[src/rtl/core/dptpwm_pkg.sv]
// Types and constants shared by the dual timed pump PWM block.
package dptpwm_pkg;

   localparam int SPEED_W  = 8;
   localparam int DUTY_W   = 8;
   localparam int RUN_W    = 16;
   localparam int PERIOD_W = 10;
   localparam int HOLD_W   = 8;
   localparam int CSR_IDX_W  = 3;
   localparam int CSR_DATA_W = 16;

   typedef enum logic [1:0] {
      KIND_TICK = 2'd0,
      KIND_SET  = 2'd1,
      KIND_STOP = 2'd2,
      KIND_READ = 2'd3
   } kind_type;

   localparam logic [CSR_IDX_W-1:0] CSR_RUN_MS        = 3'd0;
   localparam logic [CSR_IDX_W-1:0] CSR_BUTTON_SPEED  = 3'd1;
   localparam logic [CSR_IDX_W-1:0] CSR_SAMPLE_PERIOD = 3'd2;
   localparam logic [CSR_IDX_W-1:0] CSR_SHORT_COUNT   = 3'd3;
   localparam logic [CSR_IDX_W-1:0] CSR_LONG_COUNT    = 3'd4;
   localparam logic [CSR_IDX_W-1:0] CSR_DUTY_MAX      = 3'd5;
   localparam logic [CSR_IDX_W-1:0] CSR_DUTY_MIN      = 3'd6;

   localparam logic [RUN_W-1:0]    RUN_MS_RST        = 16'd5000;
   localparam logic [SPEED_W-1:0]  BUTTON_SPEED_RST  = 8'd100;
   localparam logic [PERIOD_W-1:0] SAMPLE_PERIOD_RST = 10'd100;
   localparam logic [HOLD_W-1:0]   SHORT_COUNT_RST   = 8'd10;
   localparam logic [HOLD_W-1:0]   LONG_COUNT_RST    = 8'd20;
   localparam logic [DUTY_W-1:0]   DUTY_MAX_RST      = 8'd200;
   localparam logic [DUTY_W-1:0]   DUTY_MIN_RST      = 8'd40;

   localparam logic [HOLD_W-1:0]   HOLD_SAT = {HOLD_W{1'b1}};

endpackage

[src/rtl/core/dptpwm_if.sv]
// Request and response channel interfaces of the dual timed pump PWM block.
interface dptpwm_req_if;
   logic                             valid;
   logic                             ready;
   logic [1:0]                       kind;
   logic                             button_level;
   logic [dptpwm_pkg::SPEED_W-1:0]   speed_a;
   logic [dptpwm_pkg::SPEED_W-1:0]   speed_b;

   modport source (output valid, kind, button_level, speed_a, speed_b, input ready);
   modport sink   (input valid, kind, button_level, speed_a, speed_b, output ready);
endinterface

interface dptpwm_rsp_if;
   logic                             valid;
   logic                             ready;
   logic [dptpwm_pkg::DUTY_W-1:0]    duty_a;
   logic [dptpwm_pkg::DUTY_W-1:0]    duty_b;
   logic [dptpwm_pkg::SPEED_W-1:0]   status_speed_a;
   logic [dptpwm_pkg::SPEED_W-1:0]   status_speed_b;
   logic                             green_by_button;
   logic                             green_on;
   logic                             pressed;

   modport source (output valid, duty_a, duty_b, status_speed_a, status_speed_b,
                   green_by_button, green_on, pressed, input ready);
   modport sink   (input valid, duty_a, duty_b, status_speed_a, status_speed_b,
                   green_by_button, green_on, pressed, output ready);
endinterface

[src/rtl/core/dual_pump_timed_pwm_with_button.sv]
// Dual timed pump PWM controller with push button debounce, top level.
// A request accepted at one edge has its response registered and valid after that edge.
// Throughput: one request per cycle; the response register stalls intake only when full
// and not being taken.
// Reset (synchronous, active high): clears pump, button and timer state and loads the
// register defaults; no clearing pass.
module dual_pump_timed_pwm_with_button #(
   parameter int PUMP_COUNT = 2
) (
   input  logic                                 clock,
   input  logic                                 reset,
   dptpwm_req_if.sink                           req_bus,
   dptpwm_rsp_if.source                         rsp_bus,
   input  logic                                 csr_we,
   input  logic [dptpwm_pkg::CSR_IDX_W-1:0]     csr_index,
   input  logic [dptpwm_pkg::CSR_DATA_W-1:0]    csr_wdata
);

   localparam int SW = dptpwm_pkg::SPEED_W;
   localparam int DW = dptpwm_pkg::DUTY_W;
   localparam int RW = dptpwm_pkg::RUN_W;
   localparam int PW = dptpwm_pkg::PERIOD_W;
   localparam int HW = dptpwm_pkg::HOLD_W;

   function automatic logic [DW-1:0] duty_of(input logic [SW-1:0] speed,
                                             input logic [DW-1:0] dmax,
                                             input logic [DW-1:0] dmin);
      logic [SW:0] dbl;
      logic [SW:0] d;
      dbl = {speed, 1'b0};
      d = dbl;
      if (dbl > {1'b0, dmax}) begin
         d = {1'b0, dmax};
      end
      if (d != '0 && d < {1'b0, dmin}) begin
         d = {1'b0, dmin};
      end
      return d[DW-1:0];
   endfunction

   logic [RW-1:0] run_ms_ff;
   logic [SW-1:0] button_speed_ff;
   logic [PW-1:0] sample_period_ff;
   logic [HW-1:0] short_count_ff;
   logic [HW-1:0] long_count_ff;
   logic [DW-1:0] duty_max_ff;
   logic [DW-1:0] duty_min_ff;

   logic [PW-1:0] sample_timer_ff, sample_timer_in;
   logic          button_now_ff, button_now_in;
   logic          button_before_ff, button_before_in;
   logic [HW-1:0] hold_count_ff, hold_count_in;
   logic          green_owned_ff, green_owned_in;
   logic          green_level_ff, green_level_in;
   logic [SW-1:0] pump_speed_ff [PUMP_COUNT];
   logic [SW-1:0] pump_speed_in [PUMP_COUNT];
   logic [RW-1:0] pump_remaining_ff [PUMP_COUNT];
   logic [RW-1:0] pump_remaining_in [PUMP_COUNT];

   logic          rsp_valid_ff;
   logic [DW-1:0] duty_a_ff, duty_a_in;
   logic [DW-1:0] duty_b_ff, duty_b_in;
   logic [SW-1:0] status_a_ff, status_a_in;
   logic [SW-1:0] status_b_ff, status_b_in;
   logic          green_by_ff, green_on_ff, pressed_ff;

   logic          req_fire;
   logic          rsp_fire;
   logic [1:0]    start_hit;
   logic [SW-1:0] start_speed [2];
   logic [PW-1:0] timer_sum;
   logic          level_pressed;
   logic [HW-1:0] hold_sat;

   assign req_bus.ready = !rsp_valid_ff || rsp_bus.ready;
   assign req_fire      = req_bus.valid && req_bus.ready;
   assign rsp_fire      = rsp_valid_ff && rsp_bus.ready;

   always_comb begin
      sample_timer_in  = sample_timer_ff;
      button_now_in    = button_now_ff;
      button_before_in = button_before_ff;
      hold_count_in    = hold_count_ff;
      green_owned_in   = green_owned_ff;
      green_level_in   = green_level_ff;
      pump_speed_in     = pump_speed_ff;
      pump_remaining_in = pump_remaining_ff;
      start_hit      = '0;
      start_speed[0] = '0;
      start_speed[1] = '0;
      timer_sum      = sample_timer_ff + PW'(1);
      level_pressed  = !req_bus.button_level;
      hold_sat = (hold_count_ff == dptpwm_pkg::HOLD_SAT) ? hold_count_ff
                                                        : hold_count_ff + HW'(1);
      if (req_fire) begin
         case (req_bus.kind)
            dptpwm_pkg::KIND_TICK: begin
               for (int i = 0; i < PUMP_COUNT; i++) begin
                  if (pump_remaining_ff[i] == '0) begin
                     pump_speed_in[i] = '0;
                  end else begin
                     pump_remaining_in[i] = pump_remaining_ff[i] - RW'(1);
                  end
               end
               if (timer_sum >= sample_period_ff) begin
                  sample_timer_in  = '0;
                  button_before_in = button_now_ff;
                  button_now_in    = level_pressed;
                  if (button_now_ff == level_pressed) begin
                     hold_count_in  = hold_sat;
                     green_owned_in = level_pressed;
                     if (level_pressed && hold_sat > short_count_ff) begin
                        green_level_in = 1'b1;
                     end
                     if (level_pressed && hold_sat > long_count_ff) begin
                        green_level_in = 1'b0;
                     end
                  end else begin
                     if (button_now_ff && hold_count_ff > long_count_ff) begin
                        start_hit[1]   = 1'b1;
                        start_speed[1] = button_speed_ff;
                     end else if (button_now_ff && hold_count_ff > short_count_ff) begin
                        start_hit[0]   = 1'b1;
                        start_speed[0] = button_speed_ff;
                     end
                     green_owned_in = 1'b0;
                     green_level_in = 1'b0;
                     hold_count_in  = '0;
                  end
               end else begin
                  sample_timer_in = timer_sum;
               end
            end
            dptpwm_pkg::KIND_SET: begin
               start_hit      = 2'b11;
               start_speed[0] = req_bus.speed_a;
               start_speed[1] = req_bus.speed_b;
            end
            dptpwm_pkg::KIND_STOP: begin
               start_hit = 2'b11;
            end
            default: begin
            end
         endcase
         for (int i = 0; i < PUMP_COUNT; i++) begin
            if (start_hit[i]) begin
               pump_speed_in[i]     = start_speed[i];
               pump_remaining_in[i] = run_ms_ff;
            end
         end
      end
   end

   always_comb begin
      status_a_in = pump_speed_in[0];
      status_b_in = (PUMP_COUNT >= 2) ? pump_speed_in[PUMP_COUNT-1] : '0;
      duty_a_in   = duty_of(status_a_in, duty_max_ff, duty_min_ff);
      duty_b_in   = (PUMP_COUNT >= 2) ? duty_of(status_b_in, duty_max_ff, duty_min_ff) : '0;
   end

   always_ff @(posedge clock) begin
      if (reset) begin
         run_ms_ff        <= dptpwm_pkg::RUN_MS_RST;
         button_speed_ff  <= dptpwm_pkg::BUTTON_SPEED_RST;
         sample_period_ff <= dptpwm_pkg::SAMPLE_PERIOD_RST;
         short_count_ff   <= dptpwm_pkg::SHORT_COUNT_RST;
         long_count_ff    <= dptpwm_pkg::LONG_COUNT_RST;
         duty_max_ff      <= dptpwm_pkg::DUTY_MAX_RST;
         duty_min_ff      <= dptpwm_pkg::DUTY_MIN_RST;
      end else if (csr_we) begin
         case (csr_index)
            dptpwm_pkg::CSR_RUN_MS:        run_ms_ff        <= csr_wdata[RW-1:0];
            dptpwm_pkg::CSR_BUTTON_SPEED:  button_speed_ff  <= csr_wdata[SW-1:0];
            dptpwm_pkg::CSR_SAMPLE_PERIOD: sample_period_ff <= csr_wdata[PW-1:0];
            dptpwm_pkg::CSR_SHORT_COUNT:   short_count_ff   <= csr_wdata[HW-1:0];
            dptpwm_pkg::CSR_LONG_COUNT:    long_count_ff    <= csr_wdata[HW-1:0];
            dptpwm_pkg::CSR_DUTY_MAX:      duty_max_ff      <= csr_wdata[DW-1:0];
            dptpwm_pkg::CSR_DUTY_MIN:      duty_min_ff      <= csr_wdata[DW-1:0];
            default: begin
            end
         endcase
      end
   end

   always_ff @(posedge clock) begin
      if (reset) begin
         sample_timer_ff  <= '0;
         button_now_ff    <= 1'b0;
         button_before_ff <= 1'b0;
         hold_count_ff    <= '0;
         green_owned_ff   <= 1'b0;
         green_level_ff   <= 1'b0;
         for (int i = 0; i < PUMP_COUNT; i++) begin
            pump_speed_ff[i]     <= '0;
            pump_remaining_ff[i] <= '0;
         end
         rsp_valid_ff <= 1'b0;
      end else begin
         sample_timer_ff   <= sample_timer_in;
         button_now_ff     <= button_now_in;
         button_before_ff  <= button_before_in;
         hold_count_ff     <= hold_count_in;
         green_owned_ff    <= green_owned_in;
         green_level_ff    <= green_level_in;
         pump_speed_ff     <= pump_speed_in;
         pump_remaining_ff <= pump_remaining_in;
         if (req_fire) begin
            rsp_valid_ff <= 1'b1;
         end else if (rsp_fire) begin
            rsp_valid_ff <= 1'b0;
         end
      end
   end

   always_ff @(posedge clock) begin
      if (req_fire) begin
         duty_a_ff   <= duty_a_in;
         duty_b_ff   <= duty_b_in;
         status_a_ff <= status_a_in;
         status_b_ff <= status_b_in;
         green_by_ff <= green_owned_in;
         green_on_ff <= green_level_in;
         pressed_ff  <= button_now_in;
      end
   end

   assign rsp_bus.valid           = rsp_valid_ff;
   assign rsp_bus.duty_a          = duty_a_ff;
   assign rsp_bus.duty_b          = duty_b_ff;
   assign rsp_bus.status_speed_a  = status_a_ff;
   assign rsp_bus.status_speed_b  = status_b_ff;
   assign rsp_bus.green_by_button = green_by_ff;
   assign rsp_bus.green_on        = green_on_ff;
   assign rsp_bus.pressed         = pressed_ff;

   a_fire_gives_rsp: assert property (@(posedge clock) disable iff (reset)
      req_fire |=> rsp_valid_ff)
      else $error("accepted request produced no response");

   a_no_overrun: assert property (@(posedge clock) disable iff (reset)
      (rsp_valid_ff && !rsp_bus.ready) |-> !req_bus.ready)
      else $error("request accepted while response held");

   a_green_owned: assert property (@(posedge clock) disable iff (reset)
      green_level_ff |-> green_owned_ff)
      else $error("green level set without button ownership");

   a_before_tracks: assert property (@(posedge clock) disable iff (reset)
      (req_fire && req_bus.kind != dptpwm_pkg::KIND_TICK) |=> $stable(button_now_ff))
      else $error("button state moved on a command");

endmodule

[src/flat_wrapper.sv]
// flat-port wrapper written by rule: the top's interface ports become plain ports
module dual_pump_timed_pwm_with_button_flat 
#(
   parameter int PUMP_COUNT = 2
)
  (clock, reset, csr_we, csr_index, csr_wdata, req_bus_valid, req_bus_kind, req_bus_button_level, req_bus_speed_a, req_bus_speed_b, req_bus_ready, rsp_bus_valid, rsp_bus_duty_a, rsp_bus_duty_b, rsp_bus_status_speed_a, rsp_bus_status_speed_b, rsp_bus_green_by_button, rsp_bus_green_on, rsp_bus_pressed, rsp_bus_ready);
  dptpwm_req_if req_bus_i ();
  dptpwm_rsp_if rsp_bus_i ();
  input  logic clock;
  input  logic reset;
  input  logic csr_we;
  input  logic [dptpwm_pkg::CSR_IDX_W-1:0] csr_index;
  input  logic [dptpwm_pkg::CSR_DATA_W-1:0] csr_wdata;
  input wire logic [$bits(req_bus_i.valid)-1:0] req_bus_valid;
  input wire logic [$bits(req_bus_i.kind)-1:0] req_bus_kind;
  input wire logic [$bits(req_bus_i.button_level)-1:0] req_bus_button_level;
  input wire logic [$bits(req_bus_i.speed_a)-1:0] req_bus_speed_a;
  input wire logic [$bits(req_bus_i.speed_b)-1:0] req_bus_speed_b;
  output wire logic [$bits(req_bus_i.ready)-1:0] req_bus_ready;
  output wire logic [$bits(rsp_bus_i.valid)-1:0] rsp_bus_valid;
  output wire logic [$bits(rsp_bus_i.duty_a)-1:0] rsp_bus_duty_a;
  output wire logic [$bits(rsp_bus_i.duty_b)-1:0] rsp_bus_duty_b;
  output wire logic [$bits(rsp_bus_i.status_speed_a)-1:0] rsp_bus_status_speed_a;
  output wire logic [$bits(rsp_bus_i.status_speed_b)-1:0] rsp_bus_status_speed_b;
  output wire logic [$bits(rsp_bus_i.green_by_button)-1:0] rsp_bus_green_by_button;
  output wire logic [$bits(rsp_bus_i.green_on)-1:0] rsp_bus_green_on;
  output wire logic [$bits(rsp_bus_i.pressed)-1:0] rsp_bus_pressed;
  input wire logic [$bits(rsp_bus_i.ready)-1:0] rsp_bus_ready;
  assign req_bus_i.valid = req_bus_valid;
  assign req_bus_i.kind = req_bus_kind;
  assign req_bus_i.button_level = req_bus_button_level;
  assign req_bus_i.speed_a = req_bus_speed_a;
  assign req_bus_i.speed_b = req_bus_speed_b;
  assign req_bus_ready = req_bus_i.ready;
  assign rsp_bus_valid = rsp_bus_i.valid;
  assign rsp_bus_duty_a = rsp_bus_i.duty_a;
  assign rsp_bus_duty_b = rsp_bus_i.duty_b;
  assign rsp_bus_status_speed_a = rsp_bus_i.status_speed_a;
  assign rsp_bus_status_speed_b = rsp_bus_i.status_speed_b;
  assign rsp_bus_green_by_button = rsp_bus_i.green_by_button;
  assign rsp_bus_green_on = rsp_bus_i.green_on;
  assign rsp_bus_pressed = rsp_bus_i.pressed;
  assign rsp_bus_i.ready = rsp_bus_ready;
  dual_pump_timed_pwm_with_button #(.PUMP_COUNT(PUMP_COUNT)) u_core (.clock(clock), .reset(reset), .req_bus(req_bus_i), .rsp_bus(rsp_bus_i), .csr_we(csr_we), .csr_index(csr_index), .csr_wdata(csr_wdata));
endmodule
[config.mk]
export PLATFORM = sky130hd
export DESIGN_NAME = dual_pump_timed_pwm_with_button_flat
export DESIGN_NICKNAME = d
export VERILOG_FILES = /design/src/rtl/core/dptpwm_pkg.sv /design/src/rtl/core/dptpwm_if.sv /design/src/rtl/core/dual_pump_timed_pwm_with_button.sv /design/src/flat_wrapper.sv
export SDC_FILE = /design/constraint.sdc
export NUM_CORES = 1
export LEC_CHECK = 0
export BUFFER_PORTS_ARGS = -buffer_cell sky130_fd_sc_hd__buf_2
export CAP_MARGIN = 10
export CORE_ASPECT_RATIO = 0.9
export CORE_MARGIN = 2
export CORE_UTILIZATION = 40
export CTS_BUF_LIST = sky130_fd_sc_hd__clkbuf_4 sky130_fd_sc_hd__clkbuf_8 sky130_fd_sc_hd__clkbuf_16
export CTS_CLUSTER_SIZE = 24
export DETAILED_ROUTE_END_ITERATION = 12
export PLACE_DENSITY_LB_ADDON = 0.1
export SYNTH_ARGS = -nofsm -noshare
export SYNTH_HDL_FRONTEND = slang
export SYNTH_SLANG_ARGS = --single-unit
[constraint.sdc]
create_clock -name clock -period 6.8 [get_ports clock]
set_clock_uncertainty 0.05 [all_clocks]
set_input_delay 1.02 -clock clock [delete_from_list [all_inputs] [get_ports clock]]
set_output_delay 1.02 -clock clock [all_outputs]
set_load 0.01 [all_outputs]
==> key figures, run 1 <==
Pwr
  – Switching Share: ~31%
  – Total power per unit cell area: 218.9 nW/um^2
  – NetSw: 0.0008165 W
  – Combinational share of power: 18.9%
  – Sequential power share: between 40% and 50%
  – Static Leak: ~5 nW
  – Total power: 0.002630 W
  – Internal: between 0.0015 and 0.002 W
  – Clock network power share: between 30% and 40%
  – VDD IR-drop max: 154.7 uV

Timing
  – Period utilization: 99.95%
  – Slew HR: 26.76%
  – Final setup fails: 0
  – Max-slew violations: 0
  – Unrepaired setup endpoints after global routing: true
  – Final Hold Viols: 0
  – Max Clock Freq: 0.1471 GHz
  – Crit path time final: 6.796 ns
  – Worst Max-Slew Pin Slew: 1.095 ns

Clocking
  – Clock-pin slew on the worst setup and hold paths: 0.07 ns
  – H-tree levels: 4
  – Clk root buf: clkbuf_16
  – Cts hold-fix bufs: 0
  – Clk_lat worst skew: 0.44 ns
  – CTS tree: yes
  – Clock Path Buffers: 2
  – Sink Count: 171
  – CTS buffer count: 17

Logic synthesis
  – FF+latch count, synth: 171
  – Compound-Gate Fraction of Synth Area: a little over a fifth
  – Synth area leaders: dfxtp_1 (27%), edfxtp_1 (11%), ha_1 (9.9%), nand2_1 (7.3%), a21oi_1 (5.6%)
  – Post-synth EDFFs: 35
  – Synth Warn #: 0
  – Main synth FF type: dfxtp_1
  – Post-synth ARST share: 0%
  – Xor and xnor area share after synthesis: 1.061%
  – Synth Area per Inst: 8.374 sq um
  – Mux share of post-synthesis cell area: 1.995%
  – Post-synth cell types: 78
  – Cells after Synth: about 1,200
  – Area share of and/or/nand/nor cells after synthesis: 23.12%
  – Area share of the largest cell type after synthesis: 27.48%
  – Post-Synth Adder-Cell Area: 9.851%
  – Post-synth top area cell: dfxtp_1
  – Post-Syn Nets: 1,304
  – Syn Std Cell Area: between 9000 and 10,000 sq um
  – Largest family of logic cells by synthesized area: simple AND/OR/NAND/NOR gates
  – Post-synthesis sequential area ratio: 38.09%

Global routing
  – Largest net degree at the start of global routing: 89
  – GRT Total Usage: about a quarter
  – Antenna violations before repair: 0
  – Number of global-route vias before repair: 8,300
  – First-pass GRT wire length: 47,440 um
  – GRT overflow: 0

Floorplanning
  – Ports: 80
  – Die Span Y: between 150 and 200 um
  – Initial Utilization: 40.84%
  – Die width: 169.9 um
  – Die Area: 26,040 sq um
  – CORE AREA: approximately 24,000 sq um
  – Cell Rows: 54

Critical path
  – Maximum fanout along the worst path: 8
  – CP max stage delay: 0.38 ns
  – Crit path capture type: flop
  – Setup slack, reg-to-reg: roughly 0.0037 ns
  – Startpoint types: flop
  – CP max-delay cell: dfxtp_4
  – CP required: 6.94 ns
  – Kind of critical path: flop to flop
  – CP arrival: 6.93 ns

Detailed routing
  – Vias: approximately 9,000
  – Drt via density: 5.537
  – Iteration-0 DRC Markers: slightly above 600
  – DRT Pass-1 Iters: 5
  – Drt total wl: 30,450 um
  – Drt wl/cell: around 19 um
  – Residual DRC: 0
  – Antenna viol nets, final: 0

Worst hold path
  – Hold Path Class: flop to flop

Placement
  – Input/output buffers: 79
  – GP Congestion: 0.8952
  – HPWL after DPL: 22,110 um
  – DP Cell Count: 1,572

Layout
  – Nets: roughly 1,400
  – ANT cells: 0
  – P&R area growth vs syn: 21.29%
  – Final core utilization: about half
  – Fillcell total: between 2,000 and 2,500
  – Layout cells sized above 1: between 20% and 30%
  – Post-Layout Cell Count: 1,620

Run status
  – Status: completed

Run
  – Max Cap Viol: 0
[layout by cell type, fill, tap and decap left out, types with 6 or more instances in the layout]
cell type,netlist,final
edfxtp_1,35,35
nor4_1,10,10
a21oi_1,111,109
a22oi_1,10,10
or3_1,8,8
mux2_4,0,8
nand2b_1,12,12
nor2b_1,28,27
a21o_1,7,6
nor3_1,22,20
nand3_1,41,38
a211o_1,11,11
buf_4,3,68
dfxtp_1,136,131
nor2_1,75,71
clkbuf_16,0,18
ha_1,78,69
a221oi_1,11,11
nand4_1,12,12
o211ai_1,14,14
nand2_1,193,191
a31oi_1,7,7
nand3b_1,15,15
inv_1,75,73
a221o_1,6,6
buf_2,1,78
and3_1,9,6
o2bb2ai_1,9,9
mux2_2,14,6
o21ai_0,69,66
ha_4,0,8
[worst paths after layout]
| path | from | endpoint | cells after the start |
|---|---|---|---|
| setup / recovery | u_core.sample_timer_ff[1]$_SDFFE_PP0P_ | u_core.rsp_bus.duty_a[5]$_DFFE_PP_ | 30 |
| hold / removal | u_core.long_count_ff[3]$_SDFFE_PP0P_ | u_core.long_count_ff[3]$_SDFFE_PP0P_ | 2 |
| setup reg to reg | u_core.sample_timer_ff[1]$_SDFFE_PP0P_ | u_core.rsp_bus.duty_a[5]$_DFFE_PP_ | 30 |
| hold reg to reg | u_core.long_count_ff[3]$_SDFFE_PP0P_ | u_core.long_count_ff[3]$_SDFFE_PP0P_ | 2 |
[power groups by stage]
stage          Sequential, W  Combinational [W]  Clock [W]
2_1_floorplan        0.00115           0.000317          0
3_3_place_gp         0.00115           0.000463          0
3_5_place_dp         0.00115           0.000466          0
4_1_cts              0.00113           0.000471    0.00103
5_1_grt              0.00113           0.000552    0.00107
6_report             0.00113           0.000496    0.00101
[routing by layer]
layer  wire length, um  vias to the layer above  track usage, %
met5                 0                        -               0
li1                  -                     4494               -
met1             15340                     4240           35.67
met3              1554                       30           3.755
met4               430                        0           5.657
met2             13130                      206           34.42
[registers in the layout, summed over array words and instances (netlist names), 8 cells and up]
| register | cells |
|---|---|
| u_core.sample_period_ff | 10 |
| u_core.run_ms_ff | 16 |
| u_core.rsp_bus.duty_a | 8 |
| u_core.duty_max_ff | 8 |
| u_core.rsp_bus.status_speed_a | 8 |
| u_core.hold_count_ff | 8 |
| u_core.rsp_bus.status_speed_b | 8 |
| u_core.short_count_ff | 8 |
| u_core.button_speed_ff | 8 |
| u_core.pump_speed_ff | 16 |
| u_core.duty_min_ff | 8 |
| u_core.sample_timer_ff | 10 |
| u_core.pump_remaining_ff | 32 |
| u_core.long_count_ff | 8 |
| u_core.rsp_bus.duty_b | 8 |
[timing repair]
item                       CTS  global route
setup buffers                1            15
gates resized for setup      3            70
pin swaps                    3            32
setup endpoints to repair    7            16
[cells in the mapped netlist (10+ instances only)]
library cell,instances
nand3_1,41
nand4_1,12
a211o_1,11
inv_1,75
mux2_2,14
nor2_1,75
dfxtp_1,136
ha_1,78
clkbuf_1,45
a22oi_1,10
nor2b_1,28
edfxtp_1,35
nor3_1,22
nand3b_1,15
nand2_1,193
a21oi_1,111
o21ai_0,69
nand2b_1,12
o211ai_1,14
a221oi_1,11
nor4_1,10
[logic make-up after synthesis]
group / after synthesis
adders and majority gates: 78
DFF: 171
xor gates and xnor gates: 12
and+or+nand+nor: 466
AOI/OAI and AO/OA: 311
buffers and inverters: 127
muxes: 18
[per-stage QoR]
step                      TNS [ns]  area (sq um)  setup WS [ns]  hold WS, ns
after floorplan                  0          9932        0.03364       0.3863
after global placement     -0.2523         10930       -0.06683       0.3914
after detailed placement   -0.6886         10930        -0.1729       0.3984
after CTS                        0         11540        0.02879       0.4086
after global routing        -2.163         12020        -0.3101       0.4305
final                            0         12020       0.003727       0.4060
[critical path, delay by kind of cell, from the launching register on]
kind | cells | cell delay, ns
mux | 2 | 0.62
fa+ha+maj | 4 | 0.88
flops | 1 | 0.38
compound gates | 14 | 3.00
xor+xnor | 1 | 0.27
buf+inv | 4 | 0.68
simple gates | 5 | 0.63
[cell type report]
cell class,count,area [sq um],area share [%]
clock buffers,17,425.4,3.540
clock inverters,15,171.4,1.426
inverters,75,285.3,2.374
multi-input cells,885,6011,50.02
flip-flops and latches,171,3790,31.54
well taps,308,385.4,3.207
repair buffers,149,948.4,7.893
(Power assumes the default switching activity.)
==> run 2, diff against run 1 <==
==> constraint.sdc (replaced) <==
create_clock -name clock -period 6.8 [get_ports clock]
set_clock_uncertainty 0.05 [all_clocks]
set_input_delay 1.36 -clock clock [delete_from_list [all_inputs] [get_ports clock]]
set_output_delay 1.36 -clock clock [all_outputs]
set_load 0.01 [all_outputs]
==> run 2 against run 1 <==
- setup slack better by 0.19 ns
- critical endpoint is now u_core.rsp_bus.duty_a[6]$_DFFE_PP_
- utilization down 0.70 points
- combinational power down 2%
- first-iteration DRC count up 12%
- final cell count down 0.56%
- critical path type unchanged
- routed wire length down 2.5%
==> key figures, run 2 (same netlist as run 1, synthesis figures left out) <==
Layout
  – Fillcell total: approximately 2,400
  – Nets: roughly 1,400
  – Layout cells sized above 1: roughly 20%
  – P&R area growth vs syn: 19.58%
  – Largest regs: u_core.pump_remaining_ff (32), u_core.pump_speed_ff (16), u_core.run_ms_ff (16)
  – Max FFs per register: 32
  – Most common cell after layout, fill and taps aside: nand2_1
  – Reg with most FFs: u_core.pump_remaining_ff
  – Most frequent cells in the layout: nand2_1 (191), dfxtp_1 (131), a21oi_1 (109)
  – ANT cells: 0

Floorplanning
  – Die Area: 26,040 sq um
  – Cell Rows: 54
  – Die Span Y: 153.3 um
  – Ports: 80
  – Die width: 169.9 um
  – Initial Utilization: 40.84%
  – CORE AREA: 24,260 sq um

Detailed routing
  – Residual DRC: 0
  – Vias: 8,929
  – Drt via density: 5.543
  – Antenna viol nets, final: 0
  – DRT Pass-1 Iters: 5
  – Drt total wl: between 20,000 and 30,000 um
  – Iteration-0 DRC Markers: slightly below 700
  – Drt wl/cell: 18.43 um

Critical path
  – Startpoint types: flop
  – Setup slack, reg-to-reg: 0.19 ns
  – Crit path capture type: flop
  – CP max stage delay: 0.40 ns
  – CP max-delay cell: a221o_1
  – Worst r2r path cells: 31
  – CP arrival: between 6 and 7 ns
  – Maximum fanout along the worst path: 7
  – Crit path launch: u_core.sample_timer_ff[1]$_SDFFE_PP0P_
  – RR Endpoint: u_core.rsp_bus.duty_a[6]$_DFFE_PP_
  – R2r startpoint: u_core.sample_timer_ff[1]$_SDFFE_PP0P_
  – CP required: between 6 and 7 ns
  – CP Capture Point: u_core.rsp_bus.duty_a[6]$_DFFE_PP_
  – Kind of critical path: flop to flop

Clocking
  – CTS tree: yes
  – CTS buffer count: 17
  – Clock Path Buffers: 2
  – Sink Count: 171
  – Clk root buf: clkbuf_16
  – Clock-pin slew on the worst setup and hold paths: 0.07 ns
  – H-tree levels: 4
  – Clk_lat worst skew: 0.43 ns

Timing
  – Worst setup margin: 0.1917 ns
  – Max Clock Freq: 0.1513 GHz
  – Final setup fails: 0
  – Slew HR: ~26%
  – Worst Max-Slew Pin Slew: 1.106 ns
  – Max-slew violations: 0
  – Hold WS: just over 0.4 ns
  – Crit path time final: 6.608 ns
  – Unrepaired setup endpoints after global routing: true
  – Final Hold Viols: 0
  – Period utilization: 97.18%

Placement
  – GP Congestion: between 0.8 and 0.9
  – HPWL after DPL: between 20,000 and 25,000 um
  – Input/output buffers: a little under 80
  – Pre-CTS setup slack: -0.2386 ns

Global routing
  – Number of global-route vias before repair: between 8,000 and 9,000
  – GRT overflow: 0
  – Largest net degree at the start of global routing: 84
  – First-pass GRT wire length: approximately 46,000 um
  – GRT Total Usage: 22.88%
  – Antenna violations before repair: 0

Pwr
  – VDD IR-drop max: around 120 uV
  – Total power per unit cell area: 218.4 nW/um^2
  – Static Leak: 4.907 nW
  – Total power: 0.002587 W

Run status
  – Status: completed

Worst hold path
  – Hold_sp: u_core.short_count_ff[6]$_SDFFE_PP0P_
  – Hold Path Class: flop to flop

Run
  – Max Cap Viol: 0
==> run 2: repair_timing <==
action                     CTS  global route
hold buffers                 0             0
setup buffers                1            16
gates resized for setup      2            41
pin swaps                    1            25
setup endpoints to repair    6            16
==> run 2: final cells by class <==
type / count / area [sq um] / area share [%]
multi-input combinational: 885 / 5926 / 50.02
sequential: 171 / 3792 / 32.01
timing repair buffer: 141 / 874.6 / 7.383
clock buffer: 22 / 499.2 / 4.214
tap: 308 / 385.4 / 3.253
inverter: 75 / 285.3 / 2.408
clock inverter: 9 / 83.83 / 0.7076
==> run 2: per-layer routing <==
layer,GRT usage (%),wire length (um),share of wire [%],up-vias
met5,0,0,0,-
met4,6.634,546,1.8,0
met3,3.263,1505,5.1,35
met2,34.79,12870,43,225
met1,33.59,14770,50,4208
li1,-,-,-,4461
==> run 2: worst min path at each step <==
stage          cells after the start                                    end  slack, ns
3_3_place_gp                       2  u_core.short_count_ff[2]$_SDFFE_PP0P_       0.39
2_1_floorplan                      2   u_core.long_count_ff[1]$_SDFFE_PP0P_       0.39
3_5_place_dp                       2  u_core.short_count_ff[6]$_SDFFE_PP0P_       0.40
6_report                           2  u_core.short_count_ff[6]$_SDFFE_PP0P_       0.41
5_1_grt                            2   u_core.long_count_ff[7]$_SDFFE_PP0P_       0.44
4_1_cts                            2  u_core.short_count_ff[6]$_SDFFE_PP0P_       0.41
==> run 2: metrics by stage <==
stage / cells / utilization, % / cell area (sq um) / TNS [ns]
after global routing: 1611 / 48.84 / 11850 / -0.6327
after detailed placement: 1563 / 45.24 / 10970 / -0.9490
final: 1611 / 48.84 / 11850 / 0
after global placement: 1563 / 45.24 / 10970 / -0.1855
after CTS: 1595 / 47.71 / 11570 / 0
after floorplan: 1183 / - / 10060 / -0.2691
==> run 2: worst max-delay path, delay by kind of cell, from the launching register on <==
family                     cells  cell delay, ns
xor gates and xnor gates       1            0.16
and+or+nand+nor               10            1.46
adders and majority gates      3            0.76
muxes                          2            0.61
buffers and inverters          2            0.36
AOI/OAI and AO/OA             13            2.57
DFF                            1            0.38
==> run 2: power breakdown <==
group	internal, W	switching (W)	leakage (nW)
Combinational	0.000197	0.000288	3.15
Clock	0.000559	0.000418	0.293
Sequential	0.00109	0.0000408	1.46
Total	0.00184	0.000746	4.91
==> run 3, diff against run 2 <==
Settings changed: ABC_AREA set to 1, CTS_BUF_LIST sky130_fd_sc_hd__clkbuf_4 sky130_fd_sc_hd__clkbuf_8 sky130_fd_sc_hd__clkbuf_16 to sky130_fd_sc_hd__clkbuf_2.
==> run 3 against run 2 <==
- sequential cell count did not move
- power fell by 12%
- critical path depth rose by 10
- highest routed layer unchanged
- combinational power rose by 27%
- routed wire length fell by 5.6%
- fmax rose by 7.3%
- die area rose by 2.7%
==> key figures, run 3 <==
Critical path
  – Critical path's most frequent cell: nand2_1
  – Kind of critical path: flop to flop
  – CP max stage delay: roughly 0.44 ns
  – CP required: 7.30 ns
  – CP max-delay cell: dfxtp_1
  – CP arrival: roughly 6.7 ns
  – Setup slack, reg-to-reg: 0.64 ns
  – Crit path capture type: flop
  – Maximum fanout along the worst path: 30
  – Startpoint types: flop

Layout
  – Most frequent cells in the layout: nand2_1 (312), inv_1 (170), dfxtp_1 (136)
  – Max FFs per register: 32
  – Largest regs: u_core.pump_remaining_ff (32), u_core.pump_speed_ff (16), u_core.run_ms_ff (16)
  – Multi-input logic area: 5549 sq um
  – Reg with most FFs: u_core.pump_remaining_ff
  – Fillcell total: 2,623
  – Layout cells sized above 1: a little over an eighth
  – Most common cell after layout, fill and taps aside: nand2_1
  – Final core utilization: 44.28%
  – Register area: approximately 3800 sq um
  – P&R area growth vs syn: 8.960%
  – Post-route cell area: around 11,000 sq um
  – Nets: approximately 1,600

Detailed routing
  – Residual DRC: 0
  – Vias: 8,999
  – Drt wl/cell: about 16 um
  – Iteration-0 DRC Markers: 615
  – Drt total wl: 28,040 um
  – Drt via density: 5.036
  – Antenna viol nets, final: 0
  – DRT Pass-1 Iters: 5

Timing
  – Slew HR: 40.38%
  – Crit path time final: slightly above 6 ns
  – Unrepaired setup endpoints after global routing: false
  – Period utilization: 90.56%
  – Final Hold Viols: 0
  – Max Clock Freq: roughly 0.16 GHz
  – Worst Max-Slew Pin Slew: 0.8933 ns
  – Fin Setup TNS: 0 ns
  – Final setup fails: 0
  – Worst setup margin: 0.6418 ns
  – Max-slew violations: 0

Global routing
  – Grt peak-use layer: met1
  – Antenna violations before repair: 1
  – Met1 global-route usage: 32.85%
  – GRT Total Usage: 21.55%
  – First-pass GRT wire length: 44,900 um
  – Number of global-route vias before repair: 8,437
  – Met3 Use GR: 3.536%
  – GRT overflow: 0
  – Largest net degree at the start of global routing: 85
  – Met2 Track Usage GR: 32.21%

Logic synthesis
  – Synth area leaders: dfxtp_1 (27%), nand2_1 (12%), edfxtp_1 (10%), ha_1 (9.6%), inv_1 (6.3%)
  – Area share of the largest cell type after synthesis: 26.75%
  – FF+latch count, synth: between 150 and 200
  – Main synth FF type: dfxtp_1
  – Synth Area per Inst: 7.441 sq um
  – Post-synth cell types: 49
  – Cells after Synth: ~1,400
  – Post-synth ARST share: 0%
  – Cell with the most instances after synthesis: nand2_1
  – Post-synth EDFFs: 35
  – Synth Warn #: 0
  – Post-synthesis sequential area ratio: 37.07%
  – Top cells by count, synth: nand2_1 (312), inv_1 (171), dfxtp_1 (136)
  – Syn Std Cell Area: roughly 10,000 sq um
  – Post-Syn Nets: 1,489
  – Post-synth top area cell: dfxtp_1

Floorplanning
  – Die width: 172.2 um
  – Die Span Y: 155.3 um
  – CORE AREA: 25,050 sq um
  – Die Area: 26,740 sq um
  – Initial Utilization: 40.64%
  – Ports: 80
  – Cell Rows: 55

Clocking
  – H-tree levels: 4
  – Clk root buf: clkbuf_2
  – Cts hold-fix bufs: 0
  – Postcts setup bufs: 0
  – Clock Path Buffers: 2
  – CTS tree: yes
  – Post-cts sizing count: 0
  – CTS buffer count: 17
  – Clk_lat worst skew: 0.78 ns
  – Clock-pin slew on the worst setup and hold paths: about 0.25 ns
  – Sink Count: 171

Pwr
  – Total power: 0.002287 W
  – Static Leak: 5.278 nW
  – VDD IR-drop max: 82.10 uV
  – Total power per unit cell area: 206.2 nW/um^2

Placement
  – GP Congestion: 0.8363
  – HPWL after DPL: about 21,000 um
  – Input/output buffers: 79
  – Pre-CTS setup slack: approximately 0.43 ns
  – Cell Area, Placed: between 10,000 and 15,000 sq um

Worst hold path
  – Hold Path Class: flop to flop

Run
  – Max Cap Viol: 0

Run status
  – Status: completed
-- run 3: cell count changes after synthesis, sizes merged, moves of 11 or more --
cell | before | now
nor2 | 77 | 134
nand3 | 41 | 85
clkbuf | 45 | 34
nand2 | 193 | 336
o211ai | 18 | 30
nand2b | 12 | 0
o21ai | 70 | 100
nor2b | 28 | 0
nand3b | 15 | 3
a211o | 11 | 0
xor2 | 6 | 19
inv | 75 | 178
mux2 | 14 | 0
-- run 3: critical path, delay by kind of cell, from the launching register on --
family          cells  cell delay (ns)
flops               1             0.44
fa+ha+maj           3             0.83
compound gates      9             1.63
simple gates       22             2.45
xor+xnor            1             0.14
buf+inv             6             0.43
-- run 3: layout make-up --
| class | instances | area share (%) |
|---|---|---|
| clock buffer | 17 | 0.7671 |
| inverter | 180 | 6.136 |
| sequential | 171 | 34.02 |
| multi-input combinational | 974 | 50.03 |
| tap | 342 | 3.858 |
| clock inverter | 15 | 1.060 |
| antenna | 1 | 0.02256 |
| timing repair buffer | 87 | 4.106 |
-- run 3: metrics by stage --
step	hold WS (ns)	cells
after CTS	0.4333	1785
final	0.4291	1787
after detailed placement	0.4051	1753
after global placement	0.4044	1753
after global routing	0.4468	1787
after floorplan	0.3853	1368
-- run 3: kinds of logic after synthesis --
kind of cell | after synthesis | synth area share (%)
AND/OR/NAND/NOR | 583 | 25.96
AO/OA/AOI/OAI | 283 | 16.26
XOR/XNOR | 28 | 2.409
flip-flops | 171 | 37.07
buffers and inverters | 224 | 8.616
multiplexers | 1 | 0.09833
adder cells (fa/ha/maj) | 78 | 9.587
-- run 3: layer usage --
metal	vias to the layer above	share of wire (%)
li1	4625	-
met1	4176	53
met2	186	42
met3	12	4.4
met4	0	0.75
met5	-	0
-- run 3: worst paths after layout --
path	startpoint	end	cells past startpoint
setup / recovery	u_core.sample_timer_ff[3]$_SDFFE_PP0P_	u_core.rsp_bus.duty_a[6]$_DFFE_PP_	41
hold / removal	u_core.sample_period_ff[7]$_SDFFE_PP0P_	u_core.sample_period_ff[7]$_SDFFE_PP0P_	2
setup reg to reg	u_core.sample_timer_ff[3]$_SDFFE_PP0P_	u_core.rsp_bus.duty_a[6]$_DFFE_PP_	41
hold reg to reg	u_core.sample_period_ff[7]$_SDFFE_PP0P_	u_core.sample_period_ff[7]$_SDFFE_PP0P_	2
-- run 3: where the power goes --
part	leakage [nW]	switching, W	internal (W)
combinational	3.70	0.000403	0.000212
sequential	1.46	0.0000464	0.00112
clock	0.117	0.000405	0.000102
total	5.28	0.000855	0.00143
